--- config.mk ---
export PLATFORM = sky130hd
export DESIGN_NAME = pimap_div_cell
export DESIGN_NICKNAME = d
export VERILOG_FILES = /design/src/sv/pimap_pkg.sv /design/src/sv/pimap_div_cell.sv
export SDC_FILE = /design/constraint.sdc
export NUM_CORES = 1
export LEC_CHECK = 0
export ABC_AREA = 1
export BUFFER_PORTS_ARGS = -buffer_cell sky130_fd_sc_hd__buf_4
export CAP_MARGIN = 25
export CORE_MARGIN = 2
export CORE_UTILIZATION = 40
export DETAILED_ROUTE_END_ITERATION = 6
export SKIP_LAST_GASP = 1
export SYNTH_ARGS = -nofsm -noshare
export SYNTH_HDL_FRONTEND = slang
export SYNTH_SLANG_ARGS = --single-unit
--- constraint.sdc ---
create_clock -name clk -period 4.9 [get_ports clk]
set_clock_uncertainty 0.1 [all_clocks]
set_input_delay 0.245 -clock clk [delete_from_list [all_inputs] [get_ports clk]]
set_output_delay 0.245 -clock clk [all_outputs]
set_load 0.005 [all_outputs]
--- src/sv/pimap_pkg.sv ---
// ---------------------------------------------------------------------------
// pimap_pkg
// Shared constants and types of the perspective inverse coordinate map.
// ---------------------------------------------------------------------------
`timescale 1ns / 1ps

package pimap_pkg;

  localparam int CoefW    = 48;
  localparam int CoordW   = 12;
  localparam int ProdW    = CoefW + CoordW;      // one coefficient product
  localparam int DenW     = ProdW + 2;           // sum of two products and the constant
  localparam int NumYW    = ProdW + 1;           // sum of two products
  localparam int TW       = DenW + 2;            // 2*n + d
  localparam int RemW     = TW - 1;              // magnitude of t
  localparam int QuoW     = 17;                  // 16 result bits + overflow bit
  localparam int DshW     = RemW + QuoW - 1;     // divisor at its top position
  localparam int DimW     = 13;
  localparam int HalfW    = 12;
  localparam int OutW     = 16;
  localparam int MaxDim   = 4096;
  localparam int DivCells = QuoW;

  localparam int NumRegs  = 8;
  localparam int AddrW    = 6;
  localparam int DataW    = 64;

  typedef enum logic [2:0] {
    REG_DEN_X   = 3'd0,
    REG_DEN_Y   = 3'd1,
    REG_DEN_C   = 3'd2,
    REG_NUMX_X  = 3'd3,
    REG_NUMY_X  = 3'd4,
    REG_NUMY_Y  = 3'd5,
    REG_SRC_W   = 3'd6,
    REG_SRC_H   = 3'd7
  } reg_idx_t;

  // Beat travelling down the divider chain; both quotients share one divisor.
  typedef struct packed {
    logic              valid;
    logic              singular;
    logic              neg_x;
    logic              neg_y;
    logic [RemW-1:0]   rem_x;
    logic [RemW-1:0]   rem_y;
    logic [QuoW-1:0]   quo_x;
    logic [QuoW-1:0]   quo_y;
    logic [DshW-1:0]   dsh;
  } div_t;

endpackage

--- src/sv/pimap_div_cell.sv ---
// ---------------------------------------------------------------------------
// pimap_div_cell
// One restoring-division step for both quotients, registered.
// ---------------------------------------------------------------------------
`timescale 1ns / 1ps

module pimap_div_cell
  import pimap_pkg::*;
(
  input  logic clk,
  input  logic rst,
  input  logic en,
  input  div_t din,
  output div_t dout
);

  div_t step;
  logic ge_x;
  logic ge_y;

  always_comb begin
    ge_x = {{(DshW-RemW){1'b0}}, din.rem_x} >= din.dsh;
    ge_y = {{(DshW-RemW){1'b0}}, din.rem_y} >= din.dsh;
    step = din;
    // when a compare succeeds the divisor does not exceed the remainder, so its low bits suffice
    step.rem_x = ge_x ? din.rem_x - din.dsh[RemW-1:0] : din.rem_x;
    step.rem_y = ge_y ? din.rem_y - din.dsh[RemW-1:0] : din.rem_y;
    step.quo_x = {din.quo_x[QuoW-2:0], ge_x};
    step.quo_y = {din.quo_y[QuoW-2:0], ge_y};
    step.dsh   = din.dsh >> 1;
  end

  always_ff @(posedge clk) begin
    if (rst) begin
      dout.valid <= 1'b0;
    end else if (en) begin
      dout.valid <= step.valid;
    end
  end

  always_ff @(posedge clk) begin
    if (en) begin
      dout.singular <= step.singular;
      dout.neg_x    <= step.neg_x;
      dout.neg_y    <= step.neg_y;
      dout.rem_x    <= step.rem_x;
      dout.rem_y    <= step.rem_y;
      dout.quo_x    <= step.quo_x;
      dout.quo_y    <= step.quo_y;
      dout.dsh      <= step.dsh;
    end
  end

endmodule

==> flow_metrics.env <==
export IMPL_drt_drc_violations_left=0
export IMPL_coreArea_mm2=0.0537
export IMPL_nNetsFinal=4496
export IMPL_cts_htree_levels=1
export IMPL_gp_congestion=1.02
export IMPL_synth_top_area_share_pct=33.4
export IMPL_max_slew_margin_rel_pct=29.6
export IMPL_detailroute_via_count=23200
export IMPL_setup_worst_path_class="in2reg"
export IMPL_finalWorstSetupSlack_ns=1.46
export IMPL_drive_above_1_share_pct=14.2
export IMPL_die_height_um=237
export IMPL_cts_inserted_buffers=28
export IMPL_port_buffers=485
export IMPL_status="finished, final reports clean"
export IMPL_grt_first_pass_wirelength_mm=129
export IMPL_synth_cell_area_mm2=0.0217
export IMPL_post_synth_main_area_contributors="edfxtp_1 33%, nand2_1 26%, inv_1 14%"
export IMPL_cts_root_buffer_cell="clkbuf_16"
export IMPL_critical_path_slowest_stage_cell="dlygate4sd3_1"
export IMPL_top_regs="dout x242"
export IMPL_core_rowCount=85
export IMPL_critPathTopFamily="simple AND/OR/NAND/NOR gates"
export IMPL_floorplan_die_area_mm2=0.0560
export IMPL_setup_failing_eps_final=0
export IMPL_pre_cts_slack_ns=1.46
export IMPL_cts_buffer_depth=3
export IMPL_postSynth_asyncResetShare_pct=0
export IMPL_p_leak_uw=0.0165
export IMPL_floorplan_initialDensity_pct=40.3
export IMPL_worst_min_delay_path_category="in2reg"
export IMPL_post_cts_resized_instances=0
export IMPL_synth_edf_count=241
export IMPL_ioPinCount=489
export IMPL_synth_cells=3396
export IMPL_ys_warnings_count=0
export IMPL_grt_setup_unrepaired="no"
export IMPL_hpwlAfterDp_mm=72.9
export IMPL_timing_critical_path_arrival_ns=3.65
export IMPL_syn_area_cell_um2=6.38
export IMPL_yosys_cell_types_count=45
export IMPL_area_growth_pct=35.0
export IMPL_p_per_area_mw_per_mm2=234
export IMPL_routedWlPerCell_um=18.0
export IMPL_critical_path_top_cell_by_count="nand2_1"
export IMPL_antenna_found_initial=0
export IMPL_grt_pass1_vias=22400
export IMPL_grt_overflow_total=0
export IMPL_synth_top_flop_cell="edfxtp_1"
export IMPL_critical_path_cell_chain="dlygate4sd3_1 -> buf_4 -> inv_1 -> ha_1 -> nand2_1 -> nor2_1 -> nand2_1 -> nor2_2 -> and2_4 -> nand2_1 -> nand3_2 -> nand2_4 -> nand2_8 -> inv_4 -> nand2_1 -> nand2_1"
export IMPL_postRouteWirelength_mm=87.3
export IMPL_dpl_instance_area_mm2=0.0260
export IMPL_timing_final_hold_violations=0
export IMPL_clkLatencyLatePin_ns=0.56
export IMPL_cts_tree="done"
export IMPL_max_slew_worst_pin_slew_ns=1.06
export IMPL_fin_crit_sh_pct=70.2
export IMPL_largest_register_ffs=242
export IMPL_avgViaCountPerCell=4.79
export IMPL_timing_critical_path_from_type="primary input"
export IMPL_synth_seq_cells=242
export IMPL_crit_required_ns=5.11
export IMPL_synth_fp_nets=3770
export IMPL_clkTransAtPathRegs_ns=0.06
export IMPL_ys_seq_area_share_pct=33.5
export IMPL_vdd_ir_drop_max_mv=0.257
export IMPL_critical_path_n_buffers_inverters=4
export IMPL_layout_cell_area_non_filler_mm2=0.0292
export IMPL_max_freq_mhz=291
export IMPL_grt_max_degree=111
export IMPL_cap_violations=0
export IMPL_drt_initial_drc_count=1698
export IMPL_insertedDiodeCount=0
export IMPL_post_synthesis_cell_type_with_the_largest_combined_area="edfxtp_1"
export IMPL_crit_path_largest_cell_delay_ns=0.56
export IMPL_timing_critical_path_to_type="flop"
export IMPL_timing_max_transition_violations_final=0
export IMPL_final_util_pct=54.4
export IMPL_firstDrtPassIters=5
export IMPL_worstPathMaxFanout=52
export IMPL_chip_width_um=237
export IMPL_regMostFlops="dout"
export IMPL_groute_usage_overall_pct=30.5
export IMPL_numClockSinks=242
export IMPL_finalWorstPathRequiredPeriod_ns=3.44
export IMPL_route_antenna_remaining_nets=0
export IMPL_report_power_total_uw=6840
export IMPL_totalNegativeSetupSlack_ns=0
-- stage by stage --
stage / instances / hold slack (ns)
2_1_floorplan: 3396 / 0.217
3_3_place_gp: 4552 / 0.301
3_5_place_dp: 4552 / 0.307
4_1_cts: 4839 / 0.00426
5_1_grt: 4839 / 0.00587
6_report: 4839 / 0.0211
-- repair_timing --
| item | in CTS | in global routing |
|---|---|---|
| buffers inserted | 0 | 0 |
| setup endpoints to repair | 0 | 0 |
| hold buffers | 236 | 0 |
| endpoints found under the hold margin | 235 | 0 |
-- worst reg2reg max path, stage by stage (launching register included) --
cell           delay [ns]
dfxtp_1              0.31
mux2i_1              0.12
nor2_1               0.05
dlygate4sd3_1        0.55
-- cell type report --
| class | count | area (um2) |
|---|---|---|
| multi-input cells | 2333 | 11200 |
| inverters | 791 | 2970 |
| fillers | 5391 | 24500 |
| flip-flops and latches | 242 | 7260 |
| clock inverters | 16 | 145 |
| well taps | 696 | 871 |
| repair buffers | 726 | 6070 |
| clock buffers | 35 | 727 |
-- metal layers --
layer | up-vias | part of all wire, % | global-route usage [%]
met3 | 140 | 6.0 | 3.21
met1 | 10500 | 42 | 39.0
li1 | 11700 | - | -
met4 | 0 | 4.0 | 11.5
met2 | 754 | 48 | 53.0
met5 | - | 0 | 0
-- worst paths after layout --
kind | from | end | slack (ns) | cells after the start
hold reg to reg | dout[242]$_SDFFE_PP0P_ | dout[242]$_SDFFE_PP0P_ | 0.94 | 3
setup / recovery | din[18] | dout[135]$_DFFE_PP_ | 1.46 | 16
hold / removal | din[202] | dout[202]$_DFFE_PP_ | 0.02 | 3
setup reg to reg | dout[242]$_SDFFE_PP0P_ | dout[242]$_SDFFE_PP0P_ | 3.67 | 3
-- kinds of logic after synthesis --
kind of cell | Yosys count | share of synthesized area [%]
muxes | 1 | 0.0462
buffers and inverters | 821 | 14.8
AOI/OAI and AO/OA | 151 | 3.69
and+or+nand+nor | 1990 | 38.0
other | 1 | 0.0173
adders and majority gates | 128 | 7.46
xor gates and xnor gates | 62 | 2.51
DFF | 242 | 33.5
-- cells in the mapped netlist, types with 13 or more instances --
library cell,n
o21ai_0,28
nand3b_1,52
buf_6,14
xnor2_1,33
inv_1,783
nor3_1,23
a21oi_1,88
nand2_2,17
nor2_1,191
and2_1,16
nand3_1,81
nor4_1,13
edfxtp_1,241
nand2_1,1512
o21ai_1,24
nor2_2,14
xor2_1,29
ha_1,126
nand4_1,51
-- cell usage in the layout, fill, tap and decap left out, types with 2 or more instances in the layout --
master         instances
nand2_1             1512
inv_1                783
buf_4                487
edfxtp_1             241
dlygate4sd3_1        236
nor2_1               191
ha_1                 126
a21oi_1               88
nand3_1               81
nand3b_1              52
nand4_1               51
xnor2_1               33
xor2_1                29
o21ai_0               28
clkbuf_16             28
o21ai_1               24
nor3_1                23
nand2_2               17
and2_1                16
nor2_2                14
nor4_1                13
inv_2                  7
clkbuf_1               7
clkinv_1               6
nand3_2                3
nand2_4                3
and3_1                 3
o21bai_1               3
o21ai_2                3
clkinvlp_4             3
clkinv_2               3
nor3_4                 2
a21oi_2                2
a21o_1                 2
or2_2                  2
fa_1                   2
bufinv_16              2
buf_12                 2
-- power by group --
| group | total, uW | internal (uW) | switching (uW) | leakage [uW] |
|---|---|---|---|---|
| Sequential | 2510 | 2460 | 49.1 | 0.00237 |
| Clock | 2050 | 1160 | 893 | 0.000415 |
| Combinational | 2280 | 924 | 1350 | 0.0137 |
| Total | 6840 | 4540 | 2290 | 0.0165 |
Note: power is estimated with default switching activity, not from simulation.
